===== config.mk =====
export PLATFORM = sky130hd
export DESIGN_NAME = sorted_sleep_wakeup_queue_unit
export DESIGN_NICKNAME = d
export VERILOG_FILES = /design/src/design/sswq_pkg.sv /design/src/design/sswq_ctrl.sv /design/src/design/sswq_dpath.sv /design/src/design/sorted_sleep_wakeup_queue_unit.sv
export SDC_FILE = /design/constraint.sdc
export NUM_CORES = 2
export LEC_CHECK = 0
export BUFFER_PORTS_ARGS = -buffer_cell sky130_fd_sc_hd__buf_2
export CAP_MARGIN = 10
export CORE_MARGIN = 2
export CORE_UTILIZATION = 45
export CTS_BUF_LIST = sky130_fd_sc_hd__clkbuf_8 sky130_fd_sc_hd__clkbuf_16
export DETAILED_ROUTE_END_ITERATION = 8
export SETUP_SLACK_MARGIN = 0.3
export SLEW_MARGIN = 15
export SYNTH_ARGS = -nofsm -noshare
export SYNTH_HDL_FRONTEND = slang
export SYNTH_SLANG_ARGS = --single-unit

===== constraint.sdc =====
create_clock -name clk -period 10.3 [get_ports clk]
set_input_delay 0.515 -clock clk [delete_from_list [all_inputs] [get_ports clk]]
set_output_delay 0.515 -clock clk [all_outputs]
set_load 0.02 [all_outputs]

===== src/design/sswq_pkg.sv =====
// ----------------------------------------------------------------------------
// sswq_pkg : shared types and constants for the sorted sleep/wakeup queue
// Result kinds, default sizes and the controller/datapath interface structs.
// ----------------------------------------------------------------------------
package sswq_pkg;

  localparam int QUEUE_DEPTH_DEF = 16;
  localparam int ID_WIDTH_DEF    = 8;

  localparam int TICK_W = 63;
  localparam int DUR_W  = 32;
  localparam int OID_W  = 8;
  localparam int KIND_W = 2;

  localparam logic [TICK_W-1:0] TICK_MAX = {TICK_W{1'b1}};

  // result kinds
  localparam logic [KIND_W-1:0] KIND_ACCEPT = 2'd0;
  localparam logic [KIND_W-1:0] KIND_REJECT = 2'd1;
  localparam logic [KIND_W-1:0] KIND_WOKEN  = 2'd2;
  localparam logic [KIND_W-1:0] KIND_NONE   = 2'd3;

  // controller -> datapath
  typedef struct packed {
    logic load_in;     // capture input item
    logic prep_tick;   // bump tick counter, read head
    logic prep_sleep;  // compute wake time, open hole at tail
    logic reject;      // report queue full
    logic shift;       // one insertion step
    logic place;       // write new entry into hole
    logic pop;         // one wakeup step
  } sswq_cmd_t;

  // datapath -> controller
  typedef struct packed {
    logic op_tick;
    logic full;
    logic empty;
    logic shift_go;    // entry before hole wakes later than new entry
    logic cnt_one;     // one entry left to compare
    logic pop_go;      // head entry is due
  } sswq_stat_t;

endpackage


===== src/design/sswq_ctrl.sv =====
// ----------------------------------------------------------------------------
// sswq_ctrl : sequencer for the sorted sleep/wakeup queue
// One-hot state machine that steps inserts and wakeup bursts.
// ----------------------------------------------------------------------------
module sswq_ctrl (
  input  logic               clk,
  input  logic               rst_n,
  input  logic               start,
  output logic               busy,
  input  sswq_pkg::sswq_stat_t stat,
  output sswq_pkg::sswq_cmd_t  cmd
);
  import sswq_pkg::*;

  typedef enum logic [4:0] {
    ST_IDLE  = 5'b00001,
    ST_PREP  = 5'b00010,
    ST_SHIFT = 5'b00100,
    ST_PLACE = 5'b01000,
    ST_POP   = 5'b10000
  } state_t;

  state_t state_r, state_nxt;

  assign busy = (state_r != ST_IDLE);

  always_comb begin
    state_nxt = state_r;
    cmd       = '0;
    case (state_r)
      ST_IDLE: begin
        if (start) begin
          cmd.load_in = 1'b1;
          state_nxt   = ST_PREP;
        end
      end
      ST_PREP: begin
        if (stat.op_tick) begin
          cmd.prep_tick = 1'b1;
          state_nxt     = ST_POP;
        end else if (stat.full) begin
          cmd.reject = 1'b1;
          state_nxt  = ST_IDLE;
        end else begin
          cmd.prep_sleep = 1'b1;
          state_nxt      = stat.empty ? ST_PLACE : ST_SHIFT;
        end
      end
      ST_SHIFT: begin
        cmd.shift = 1'b1;
        if (!stat.shift_go || stat.cnt_one) begin
          state_nxt = ST_PLACE;
        end
      end
      ST_PLACE: begin
        cmd.place = 1'b1;
        state_nxt = ST_IDLE;
      end
      ST_POP: begin
        cmd.pop = 1'b1;
        if (!stat.pop_go) begin
          state_nxt = ST_IDLE;
        end
      end
      default: begin
        state_nxt = ST_IDLE;
      end
    endcase
  end

  always_ff @(posedge clk) begin
    if (!rst_n) begin
      state_r <= ST_IDLE;
    end else begin
      state_r <= state_nxt;
    end
  end

endmodule


===== src/design/sswq_dpath.sv =====
// ----------------------------------------------------------------------------
// sswq_dpath : datapath for the sorted sleep/wakeup queue
// Tick counter, circular entry store, insertion and wakeup steps, result regs.
// ----------------------------------------------------------------------------
module sswq_dpath #(
  parameter int QUEUE_DEPTH = sswq_pkg::QUEUE_DEPTH_DEF,
  parameter int ID_WIDTH    = sswq_pkg::ID_WIDTH_DEF
) (
  input  logic                        clk,
  input  logic                        rst_n,
  input  logic                        in_op,
  input  logic [sswq_pkg::OID_W-1:0]  in_sleeper_id,
  input  logic [sswq_pkg::DUR_W-1:0]  in_duration,
  input  sswq_pkg::sswq_cmd_t         cmd,
  output sswq_pkg::sswq_stat_t        stat,
  output logic                        out_valid,
  output logic [sswq_pkg::KIND_W-1:0] out_kind,
  output logic [sswq_pkg::OID_W-1:0]  out_woken_id,
  output logic                        out_last
);
  import sswq_pkg::*;

  localparam int PW = $clog2(QUEUE_DEPTH);
  localparam int OW = $clog2(QUEUE_DEPTH + 1);

  function automatic logic [PW-1:0] ptr_inc(input logic [PW-1:0] p);
    return (p == PW'(QUEUE_DEPTH - 1)) ? '0 : p + 1'b1;
  endfunction

  function automatic logic [PW-1:0] ptr_dec(input logic [PW-1:0] p);
    return (p == '0) ? PW'(QUEUE_DEPTH - 1) : p - 1'b1;
  endfunction

  function automatic logic [OID_W-1:0] id_out(input logic [ID_WIDTH-1:0] id);
    logic [15:0] w;
    w = 16'(id);
    return w[OID_W-1:0];
  endfunction

  function automatic logic [ID_WIDTH-1:0] id_in(input logic [OID_W-1:0] id);
    logic [15:0] w;
    w = 16'(id);
    return w[ID_WIDTH-1:0];
  endfunction

  // entry store
  logic [TICK_W-1:0]   mem_time [QUEUE_DEPTH];
  logic [ID_WIDTH-1:0] mem_id   [QUEUE_DEPTH];

  logic                op_r;
  logic [ID_WIDTH-1:0] id_r;
  logic [DUR_W-1:0]    dur_r;
  logic [TICK_W-1:0]   wake_r, wake_nxt;
  logic [TICK_W-1:0]   tick_r, tick_nxt;
  logic [PW-1:0]       head_r, head_nxt;
  logic [PW-1:0]       tail_r, tail_nxt;
  logic [PW-1:0]       hole_r, hole_nxt;
  logic [OW-1:0]       occ_r, occ_nxt;
  logic [OW-1:0]       cnt_r, cnt_nxt;
  logic [TICK_W-1:0]   rd_time_r;
  logic [ID_WIDTH-1:0] rd_id_r;
  logic                pend_r, pend_nxt;
  logic [ID_WIDTH-1:0] pend_id_r, pend_id_nxt;
  logic                out_valid_r, out_valid_nxt;
  logic [KIND_W-1:0]   out_kind_r, out_kind_nxt;
  logic [OID_W-1:0]    out_id_r, out_id_nxt;
  logic                out_last_r, out_last_nxt;

  logic [PW-1:0]       rd_addr;
  logic                wr_en;
  logic [PW-1:0]       wr_addr;
  logic [TICK_W-1:0]   wr_time;
  logic [ID_WIDTH-1:0] wr_id;
  logic [TICK_W:0]     wake_sum;

  // wake time, saturating at the counter maximum
  assign wake_sum = {1'b0, tick_r} + (TICK_W + 1)'(dur_r);

  assign stat.op_tick  = op_r;
  assign stat.full     = (occ_r == OW'(QUEUE_DEPTH));
  assign stat.empty    = (occ_r == '0);
  assign stat.shift_go = (rd_time_r > wake_r);
  assign stat.cnt_one  = (cnt_r == OW'(1));
  assign stat.pop_go   = (occ_r != '0) && (rd_time_r <= tick_r);

  always_comb begin
    wake_nxt      = wake_r;
    tick_nxt      = tick_r;
    head_nxt      = head_r;
    tail_nxt      = tail_r;
    hole_nxt      = hole_r;
    occ_nxt       = occ_r;
    cnt_nxt       = cnt_r;
    pend_nxt      = pend_r;
    pend_id_nxt   = pend_id_r;
    out_valid_nxt = 1'b0;
    out_kind_nxt  = out_kind_r;
    out_id_nxt    = out_id_r;
    out_last_nxt  = out_last_r;
    rd_addr       = head_r;
    wr_en         = 1'b0;
    wr_addr       = hole_r;
    wr_time       = rd_time_r;
    wr_id         = rd_id_r;

    if (cmd.prep_tick) begin
      if (tick_r != TICK_MAX) begin
        tick_nxt = tick_r + 1'b1;
      end
      pend_nxt = 1'b0;
      rd_addr  = head_r;
    end

    if (cmd.reject) begin
      out_valid_nxt = 1'b1;
      out_kind_nxt  = KIND_REJECT;
      out_id_nxt    = id_out(id_r);
      out_last_nxt  = 1'b1;
    end

    if (cmd.prep_sleep) begin
      wake_nxt = wake_sum[TICK_W] ? TICK_MAX : wake_sum[TICK_W-1:0];
      hole_nxt = tail_r;
      cnt_nxt  = occ_r;
      rd_addr  = ptr_dec(tail_r);
    end

    // move the entry before the hole up by one and read the next one down
    if (cmd.shift && stat.shift_go) begin
      wr_en    = 1'b1;
      wr_addr  = hole_r;
      hole_nxt = ptr_dec(hole_r);
      cnt_nxt  = cnt_r - 1'b1;
      rd_addr  = ptr_dec(ptr_dec(hole_r));
    end

    if (cmd.place) begin
      wr_en         = 1'b1;
      wr_addr       = hole_r;
      wr_time       = wake_r;
      wr_id         = id_r;
      tail_nxt      = ptr_inc(tail_r);
      occ_nxt       = occ_r + 1'b1;
      out_valid_nxt = 1'b1;
      out_kind_nxt  = KIND_ACCEPT;
      out_id_nxt    = id_out(id_r);
      out_last_nxt  = 1'b1;
    end

    // one woken sleeper is held back a step so that last is known
    if (cmd.pop) begin
      if (pend_r) begin
        out_valid_nxt = 1'b1;
        out_kind_nxt  = KIND_WOKEN;
        out_id_nxt    = id_out(pend_id_r);
        out_last_nxt  = !stat.pop_go;
      end else if (!stat.pop_go) begin
        out_valid_nxt = 1'b1;
        out_kind_nxt  = KIND_NONE;
        out_id_nxt    = '0;
        out_last_nxt  = 1'b1;
      end
      if (stat.pop_go) begin
        pend_nxt    = 1'b1;
        pend_id_nxt = rd_id_r;
        head_nxt    = ptr_inc(head_r);
        occ_nxt     = occ_r - 1'b1;
        rd_addr     = ptr_inc(head_r);
      end else begin
        pend_nxt = 1'b0;
      end
    end
  end

  always_ff @(posedge clk) begin
    if (wr_en) begin
      mem_time[wr_addr] <= wr_time;
      mem_id[wr_addr]   <= wr_id;
    end
    rd_time_r <= mem_time[rd_addr];
    rd_id_r   <= mem_id[rd_addr];
  end

  always_ff @(posedge clk) begin
    if (cmd.load_in) begin
      op_r  <= in_op;
      id_r  <= id_in(in_sleeper_id);
      dur_r <= in_duration;
    end
    wake_r       <= wake_nxt;
    hole_r       <= hole_nxt;
    cnt_r        <= cnt_nxt;
    pend_id_r    <= pend_id_nxt;
    out_kind_r   <= out_kind_nxt;
    out_id_r     <= out_id_nxt;
    out_last_r   <= out_last_nxt;
  end

  always_ff @(posedge clk) begin
    if (!rst_n) begin
      tick_r      <= '0;
      head_r      <= '0;
      tail_r      <= '0;
      occ_r       <= '0;
      pend_r      <= 1'b0;
      out_valid_r <= 1'b0;
    end else begin
      tick_r      <= tick_nxt;
      head_r      <= head_nxt;
      tail_r      <= tail_nxt;
      occ_r       <= occ_nxt;
      pend_r      <= pend_nxt;
      out_valid_r <= out_valid_nxt;
    end
  end

  assign out_valid    = out_valid_r;
  assign out_kind     = out_kind_r;
  assign out_woken_id = out_id_r;
  assign out_last     = out_last_r;

endmodule


===== src/design/sorted_sleep_wakeup_queue_unit.sv =====
// ----------------------------------------------------------------------------
// sorted_sleep_wakeup_queue_unit : timer wakeup priority queue
// Tick counter plus a wake-time ordered queue of sleepers, one item at a time.
// ----------------------------------------------------------------------------
// Sleep item: busy through prepare, the insertion walk and the write (one
//   compare-and-move per cycle); a full queue rejects it at prepare.
// Tick item: busy through prepare and the wakeup walk, one result per cycle.
// The final result shows in the first cycle with busy low; the next item may
//   start then. Results are strobes on out_valid and cannot be held off.
// Synchronous active-low reset empties the queue and clears the counter.
// ----------------------------------------------------------------------------
module sorted_sleep_wakeup_queue_unit #(
  parameter int QUEUE_DEPTH = sswq_pkg::QUEUE_DEPTH_DEF,
  parameter int ID_WIDTH    = sswq_pkg::ID_WIDTH_DEF
) (
  input  logic                        clk,
  input  logic                        rst_n,
  // command side
  input  logic                        start,
  output logic                        busy,
  input  logic                        in_op,
  input  logic [sswq_pkg::OID_W-1:0]  in_sleeper_id,
  input  logic [sswq_pkg::DUR_W-1:0]  in_duration,
  // result side
  output logic                        out_valid,
  output logic [sswq_pkg::KIND_W-1:0] out_kind,
  output logic [sswq_pkg::OID_W-1:0]  out_woken_id,
  output logic                        out_last
);
  import sswq_pkg::*;

  // Controller steps the item: capture, prepare, then either the insertion
  // walk (from the tail towards the head, one compare-and-move per cycle) or
  // the wakeup walk (from the head, one due entry popped per cycle).
  sswq_cmd_t  cmd;
  sswq_stat_t stat;

  sswq_ctrl u_ctrl (
    .clk   (clk),
    .rst_n (rst_n),
    .start (start),
    .busy  (busy),
    .stat  (stat),
    .cmd   (cmd)
  );

  // Datapath holds the counter, the circular entry store (head/tail pointers,
  // registered read port) and the result registers.
  sswq_dpath #(
    .QUEUE_DEPTH (QUEUE_DEPTH),
    .ID_WIDTH    (ID_WIDTH)
  ) u_dpath (
    .clk           (clk),
    .rst_n         (rst_n),
    .in_op         (in_op),
    .in_sleeper_id (in_sleeper_id),
    .in_duration   (in_duration),
    .cmd           (cmd),
    .stat          (stat),
    .out_valid     (out_valid),
    .out_kind      (out_kind),
    .out_woken_id  (out_woken_id),
    .out_last      (out_last)
  );

endmodule


==> Yosys cells after proc, flatten, opt, wreduce, memory -nomap -nowiden <==
Memory sizes are Yosys's and may differ from the RTL's. A register that Yosys moved wholly into a read port is not among the register bits.
Index checks and enable logic that the tools add are counted.
{ "totals": {"ram_bits": 1136, "n_memories": 2, "inputBits": 44, "register_bits": 215, "out_inout_bits": 13, "elab_cells": 122} }
{ "mem_list": {"columns": ["name", "depth", "width", "read_ports", "rd_ports_with_merged_regs", "write_ports", "line", "source"], "rows": [
  ["u_dpath.mem_time", 16, 63, 1, 1, 1, "sswq_dpath.sv:47", "logic [TICK_W-1:0] mem_time [QUEUE_DEPTH];"],
  ["u_dpath.mem_id", 16, 8, 1, 1, 1, "sswq_dpath.sv:48", "logic [ID_WIDTH-1:0] mem_id [QUEUE_DEPTH];"]
]} }
{ "op_classes": {"n_reduce_logical": 15, "magnitude_cmp": 2, "muxes": 62, "n_addsub": 10, "eq_ne": 14} }
{ "ops": {"columns": ["cell", "n"], "rows": [
  ["$add 63x32->64", 1],
  ["$add 63x1->63 const B", 1],
  ["$gt 63x63->1", 1],
  ["$le 63x63->1", 1],
  ["$mux 63", 1],
  ["$ne 63x63->1 const B", 1],
  ["$mux 5", 10],
  ["$mux 4", 12],
  ["$mux 8", 6],
  ["$mux 1", 25],
  ["$pmux 5 s4", 1],
  ["$logic_not 4->1", 3],
  ["$mux 2", 6],
  ["$sub 4x1->4 const B", 3],
  ["$eq 5x1->1 const B", 2],
  ["$eq 5x5->1 const B", 2],
  ["$sub 5x1->5 const B", 2],
  ["$add 4x1->4 const B", 2],
  ["$eq 4x4->1 const B", 2],
  ["$add 5x1->5 const B", 1],
  ["$eq 5x2->1 const B", 1],
  ["$eq 5x3->1 const B", 1],
  ["$eq 5x4->1 const B", 1],
  ["$logic_not 5->1", 1],
  ["other kinds (11)", 16]
]} }

==> Longest topological paths before layout <==
{ "depth": {"ltp_word": 9, "ltp_mapped": 19, "ltp_nobuf": 15} }

==> Hierarchy <==
A second synthesis with hierarchy kept.
{ "unflattened": {"cells_unflattened": 4287, "area_unflattened_um2": 60261.5} }
{ "modules_own_cells": {"columns": ["mod", "seq_area_each_um2", "instances", "area_each_um2", "cells_each"], "rows": [
  ["sswq_dpath", 40949.3, 1, 59925.0, 4247],
  ["sswq_ctrl", 100.1, 1, 336.6, 40]
]} }

==> Worst setup path before layout <==
No wires, ideal clock.
{ "synth_path": {"path_type": "register to register", "startpoint": "register u_dpath.wake_r[59]", "endpoint": "memory u_dpath.mem_id[3][0] (netlist bit), enable pin", "period_less_slack_ps": 7858, "setup_time_ps": 587, "setup_slack_ps": 2442, "arrival_time_ps": 7271, "t_required_ps": 9713, "n_path_buf": 1, "path_stages_with_launch": 13, "path_cell_list": "edfxtp_1 > inv_1 > ha_1 > nand4_1 > nor4_2 > nand3_1 > nor3_1 > a2111oi_2 > a21boi_2 > clkbuf_1 > nand2b_1 > nand2_1 > nor3_1"} }
{ "synth_between": {"elab_chain_cells": 6} }
{ "synth_lines": {"columns": ["element", "line", "source"], "rows": [
  ["start: declaration", "sswq_dpath.sv:53", "logic [TICK_W-1:0] wake_r, wake_nxt;"],
  ["start signal: assignment", "sswq_dpath.sv:190", "wake_r <= wake_nxt;"],
  ["$gt 63x63->1", "sswq_dpath.sv:82", "assign stat.shift_go = (rd_time_r > wake_r);"],
  ["$logic_and 1x1->1", "sswq_dpath.sv:129", "if (cmd.shift && stat.shift_go) begin"],
  ["$mux 1", "sswq_dpath.sv:129", null],
  ["$mux 1", "sswq_dpath.sv:137", "if (cmd.place) begin"],
  ["$mux 1", "sswq_dpath.sv:176", "if (wr_en) begin"],
  ["$mux 1 (not written as such)", "sswq_dpath.sv:178", "mem_id[wr_addr] <= wr_id;"],
  ["end: declaration", "sswq_dpath.sv:48", null]
]} }
Every way passes these cells.

==> Worst setup path in the final report <==
{ "layout_path": {"startpoint": "register u_dpath.tick_r[55]", "endpoint": "register u_dpath.rd_time_r[11], read port of u_dpath.mem_time"} }
{ "layout_between": {"elab_chain_cells": 4} }
{ "layout_lines": {"columns": ["element", "line", "source"], "rows": [
  ["start: declaration", "sswq_dpath.sv:54", "logic [TICK_W-1:0] tick_r, tick_nxt;"],
  ["start signal: assignment", "sswq_dpath.sv:208", "tick_r <= tick_nxt;"],
  ["$le 63x63->1", "sswq_dpath.sv:84", "assign stat.pop_go = (occ_r != '0) && (rd_time_r <= tick_r);"],
  ["$logic_and 1x1->1", "sswq_dpath.sv:84", null],
  ["$mux 4", "sswq_dpath.sv:163", "if (stat.pop_go) begin"],
  ["$mux 4", "sswq_dpath.sv:151", "if (cmd.pop) begin"],
  ["end: declaration", "sswq_dpath.sv:60", "logic [TICK_W-1:0] rd_time_r;"]
]} }
Every way passes these cells.
A chain may end at the register's enable or synchronous reset.

==> results by group <==
Status
  • Run status: finished, final reports clean

Global routing
  • Antenna violations before repair: 1
  • Pin count of the biggest net entering global routing: 202
  • Total routing resource utilization after global routing: 23.3%
  • Wire length of the first global-routing pass: 242,000 um
  • Total global routing overflow: 0
  • Vias in the first global route: 38.1k

Power
  • Reported leakage power: 25.6 nW
  • Peak supply drop: 165 uV
  • Power density cells: 199 mW/mm^2

Hold path
  • Worst min path class: in -> reg

Yosys
  • Combinational family with the most area after synthesis: simple AND/OR/NAND/NOR gates
  • Post-Syn Nets: 5,440
  • Post-synthesis cell area: 0.0608 sq mm
  • Synthesis warning total: 0
  • Count of mapped cells out of synthesis: 5,222
  • Number of different library cells in the post-synthesis netlist: 68
  • Number of synthesized register bits: 1,422
  • Syn Area/Cell: 11.6 sq um
  • Adder-cell share of the synthesized area: 3.59%
  • Simple-Gate Fraction of Synth Area: 17.1%
  • Xor-xnor portion of the synthesized cell area: 1.55%
  • Number of enable flip-flop cells after synthesis: 1,257
  • Leading register cell type out of synthesis: sky130_fd_sc_hd__edfxtp_1
  • Share of synthesized area occupied by flip-flops and latches: 67.5%
  • Mux cell area share after synthesis: 0.329%
  • Complex-gate fraction of the synthesized area: 7.06%
  • Share of synthesized flip-flops with an asynchronous set or reset: 0%

STA
  • Max-slew violation count: 0
  • Slew Limit Headroom: 20.6%
  • Setup-failing EPs final: 0
  • Least-Margin Pin Slew: 1.19 ns
  • Setup repair after global routing missed its margin: no
  • Final-layout setup total negative slack: 0 ns
  • Final Hold Fails: 0
  • Highest Clock Rate: 152 MHz
  • Fin worst setup slack: 3.72 ns
  • Final worst clock skew: 0.0375 ns
  • Crit share post-route: 63.9%
  • Clock period minus worst slack: 6.58 ns
  • Fin Hold WS: 0.262 ns

Setup path
  • Critical Path Max Stage Delay: 0.71 ns
  • Cell chain of the critical path: inv_1, ha_1, nand2_1, nor3_1, nand4_1, a21oi_1, nor4_1, a21oi_1, or3_1, clkinv_2, nor2_1, a21oi_1, nor2_4, buf_4, buf_4, o211ai_1, nand4_1
  • WP data required: 11.05 ns
  • Critical setup path kind: reg -> reg
  • Category of the worst setup path launch point: flop
  • Count of buffer and inverter cells on the critical path: 4
  • Critical-path top delay cell: sky130_fd_sc_hd__nor3_1
  • CP top delay family: simple AND/OR/NAND/NOR gates
  • Critical Path End Type: flop
  • CP max FO: 34
  • Arrival time of data at the critical path endpoint: 7.33 ns
  • Most frequent cell on the critical path: sky130_fd_sc_hd__a21oi_1

Floorplan
  • Cell row count: 134
  • Area of the die: 0.138 sq mm
  • Count of pins on the block boundary: 57
  • Die extent in x: 372 um
  • Vertical die dimension: 372 um
  • Initial core utilization: 45.5%
  • Core ar.: 0.134 sq mm

Clock tree
  • Post-CTS resize count: 0
  • Clk sinks: 1,422
  • Later-pin clock latency in the skew report: 0.81 ns
  • Clock tree from TritonCTS: yes
  • CTS buffer count: 148
  • Register clock-pin slew on the reported worst setup and hold paths: 0.07 ns
  • H-tree depth: 4
  • Root Buffer: sky130_fd_sc_hd__clkbuf_16
  • Buffer levels on the longest clock path: 3

Cells and area
  • Layout overhead on the synthesized area: 13.0%
  • Final non-filler cell area: 0.0687 sq mm
  • Fill cell instance count of the final layout: 11.6k
  • Nets@finish: 5,537
  • Share of final-layout standard cells stronger than drive strength 1: 8.21%
  • Final standard cell count with taps included and fillers excluded: 7,213

Place
  • Worst setup slack after placement: 3.63 ns
  • Area after detailed placement: 0.0634 sq mm
  • Number of port buffers: 56
  • Gp weighted congestion: 0.925
  • Total instance count after detailed placement: 6,896
  • HPWL after detailed placement: 90,800 um

Drt
  • Via count normalized by instance count: 5.53
  • Number of detailed-route iterations in the first pass: 5
  • Number of design-rule violations left by the first detailed-router iteration: 3,941
  • Per-cell routed wire length: 22.2 um
  • Total length of routed wires: 160,000 um
  • Number of routed nets with antenna violations: 0
  • # DRC: 0
  • Number of vias in the routed layout: 39.9k

Run
  • Max capacitance violation total: 0
==> synth_stat cells, types with 5 or more instances <==
cell type                  number  area share, %
sky130_fd_sc_hd__xor2_1        16           0.23
sky130_fd_sc_hd__nor3_1        39           0.32
sky130_fd_sc_hd__nand3_1      354            2.9
sky130_fd_sc_hd__nor2b_1       12           0.12
sky130_fd_sc_hd__and4_1        11           0.16
sky130_fd_sc_hd__buf_2        126            1.0
sky130_fd_sc_hd__and3_1        14           0.14
sky130_fd_sc_hd__o21bai_1       5          0.062
sky130_fd_sc_hd__nand2_1     1656             10
sky130_fd_sc_hd__a221oi_1       5          0.072
sky130_fd_sc_hd__inv_1        158           0.97
sky130_fd_sc_hd__and2_1        64           0.66
sky130_fd_sc_hd__o31ai_1       17           0.21
sky130_fd_sc_hd__or2_2          5          0.051
sky130_fd_sc_hd__o211ai_1     289            3.6
sky130_fd_sc_hd__nor2_1       108           0.67
sky130_fd_sc_hd__nor4_1        15           0.15
sky130_fd_sc_hd__mux2i_1       13           0.21
sky130_fd_sc_hd__a31oi_1        5          0.051
sky130_fd_sc_hd__clkbuf_1     124           0.77
sky130_fd_sc_hd__a211oi_1       9           0.11
sky130_fd_sc_hd__a21boi_0      15           0.19
sky130_fd_sc_hd__xnor2_1       92            1.3
sky130_fd_sc_hd__buf_1         22           0.14
sky130_fd_sc_hd__a21oi_1       94           0.77
sky130_fd_sc_hd__or3_1         22           0.23
sky130_fd_sc_hd__o21ai_0      117           0.96
sky130_fd_sc_hd__a21o_1        40           0.49
sky130_fd_sc_hd__nand4_1      117            1.2
sky130_fd_sc_hd__dfxtp_1      165            5.4
sky130_fd_sc_hd__o21a_1         6          0.074
sky130_fd_sc_hd__ha_1         173            3.6
sky130_fd_sc_hd__edfxtp_1    1257             62
==> worst paths after layout <==
kind                      startpoint                    end  slack (ns)  cells past startpoint
setup / recovery  u_dpath.tick_r[55]  u_dpath.rd_time_r[11]        3.72                     17
hold / removal                 start      u_ctrl.state_r[0]        0.26                      3
setup reg to reg  u_dpath.tick_r[55]  u_dpath.rd_time_r[11]        3.72                     17
hold reg to reg   u_dpath.rd_id_r[6]   u_dpath.pend_id_r[6]        0.44                      0
==> kinds of logic (layout without fill, tap and decap cells) <==
family	Yosys count	after routing
AOI/OAI and AO/OA	635	635
xor gates and xnor gates	108	108
adders and majority gates	174	174
buffers and inverters	432	654
DFF	1422	1422
muxes	18	18
other	0	1
and+or+nand+nor	2433	2433
==> cell usage in the layout, fill, tap and decap left out, drive strengths merged, types with 17 or more instances in the layout <==
cell            n
nor3           39
a21oi          94
or3            22
inv           201
nand3         354
clkbuf        164
nand4         117
o31ai          18
o211ai        289
nor2          108
o21ai         119
nor4           17
buf           179
edfxtp       1257
ha            173
dfxtp         165
nand2        1656
xnor2          92
clkinv         50
a21o           40
dlygate4sd3    41
and2           64
==> routing by layer <==
metal  track usage (%)  share of wire [%]  vias up
met1              33.0                 45    19663
met4              5.91                1.9        0
met2              37.8                 48     1136
li1                  -                  -    18871
met5                 0                  0        -
met3              3.47                5.7      197
==> metrics by stage <==
stage / power, W / util, %
after global placement: 0.00841 / 47.3
final: 0.0137 / 51.4
after detailed placement: 0.00843 / 47.4
after global routing: 0.0142 / 51.4
after floorplan: 0.00782 / -
after CTS: 0.0138 / 51.4
==> timing repair <==
action                                 4_1_cts  5_1_grt
hold buffers                                41        0
buffers inserted                             0        0
endpoints found under the hold margin       41        0
==> state kept, by name, indices dropped and copies added (netlist names), 2 cells and up <==
signal                count
u_dpath.id_r              8
u_dpath.mem_time       1008
u_dpath.tail_r            4
u_dpath.occ_r             5
u_ctrl.state_r            5
u_dpath.out_woken_id      8
u_dpath.head_r            4
u_dpath.pend_id_r         8
u_dpath.out_kind          2
u_dpath.rd_time_r        63
u_dpath.hole_r            4
u_dpath.rd_id_r           8
u_dpath.cnt_r             5
u_dpath.wake_r           63
u_dpath.mem_id          128
u_dpath.tick_r           63
u_dpath.dur_r            32
==> final cells by class <==
class	count	area (sq um)	area share [%]
flip-flops and latches	1422	41000	59.7
multi-input cells	3368	18200	26.5
clock buffers	164	3920	5.71
well taps	1768	2210	3.22
repair buffers	220	1710	2.49
clock inverters	111	1040	1.52
inverters	159	599	0.872
diodes	1	2.50	0.00364
==> worst min-delay path: stages <==
cell and delay, ns:
sky130_fd_sc_hd__buf_2 0.19, sky130_fd_sc_hd__o21a_1 0.27, sky130_fd_sc_hd__nand2_1 0.07
==> where the power goes <==
| group | total (W) | switching [W] | internal [W] |
|---|---|---|---|
| Clock | 0.00536 | 0.00231 | 0.00305 |
| Combinational | 0.00148 | 0.00103 | 0.000451 |
| Sequential | 0.00684 | 0.000151 | 0.00669 |
Note: power is estimated with default switching activity, not from simulation.
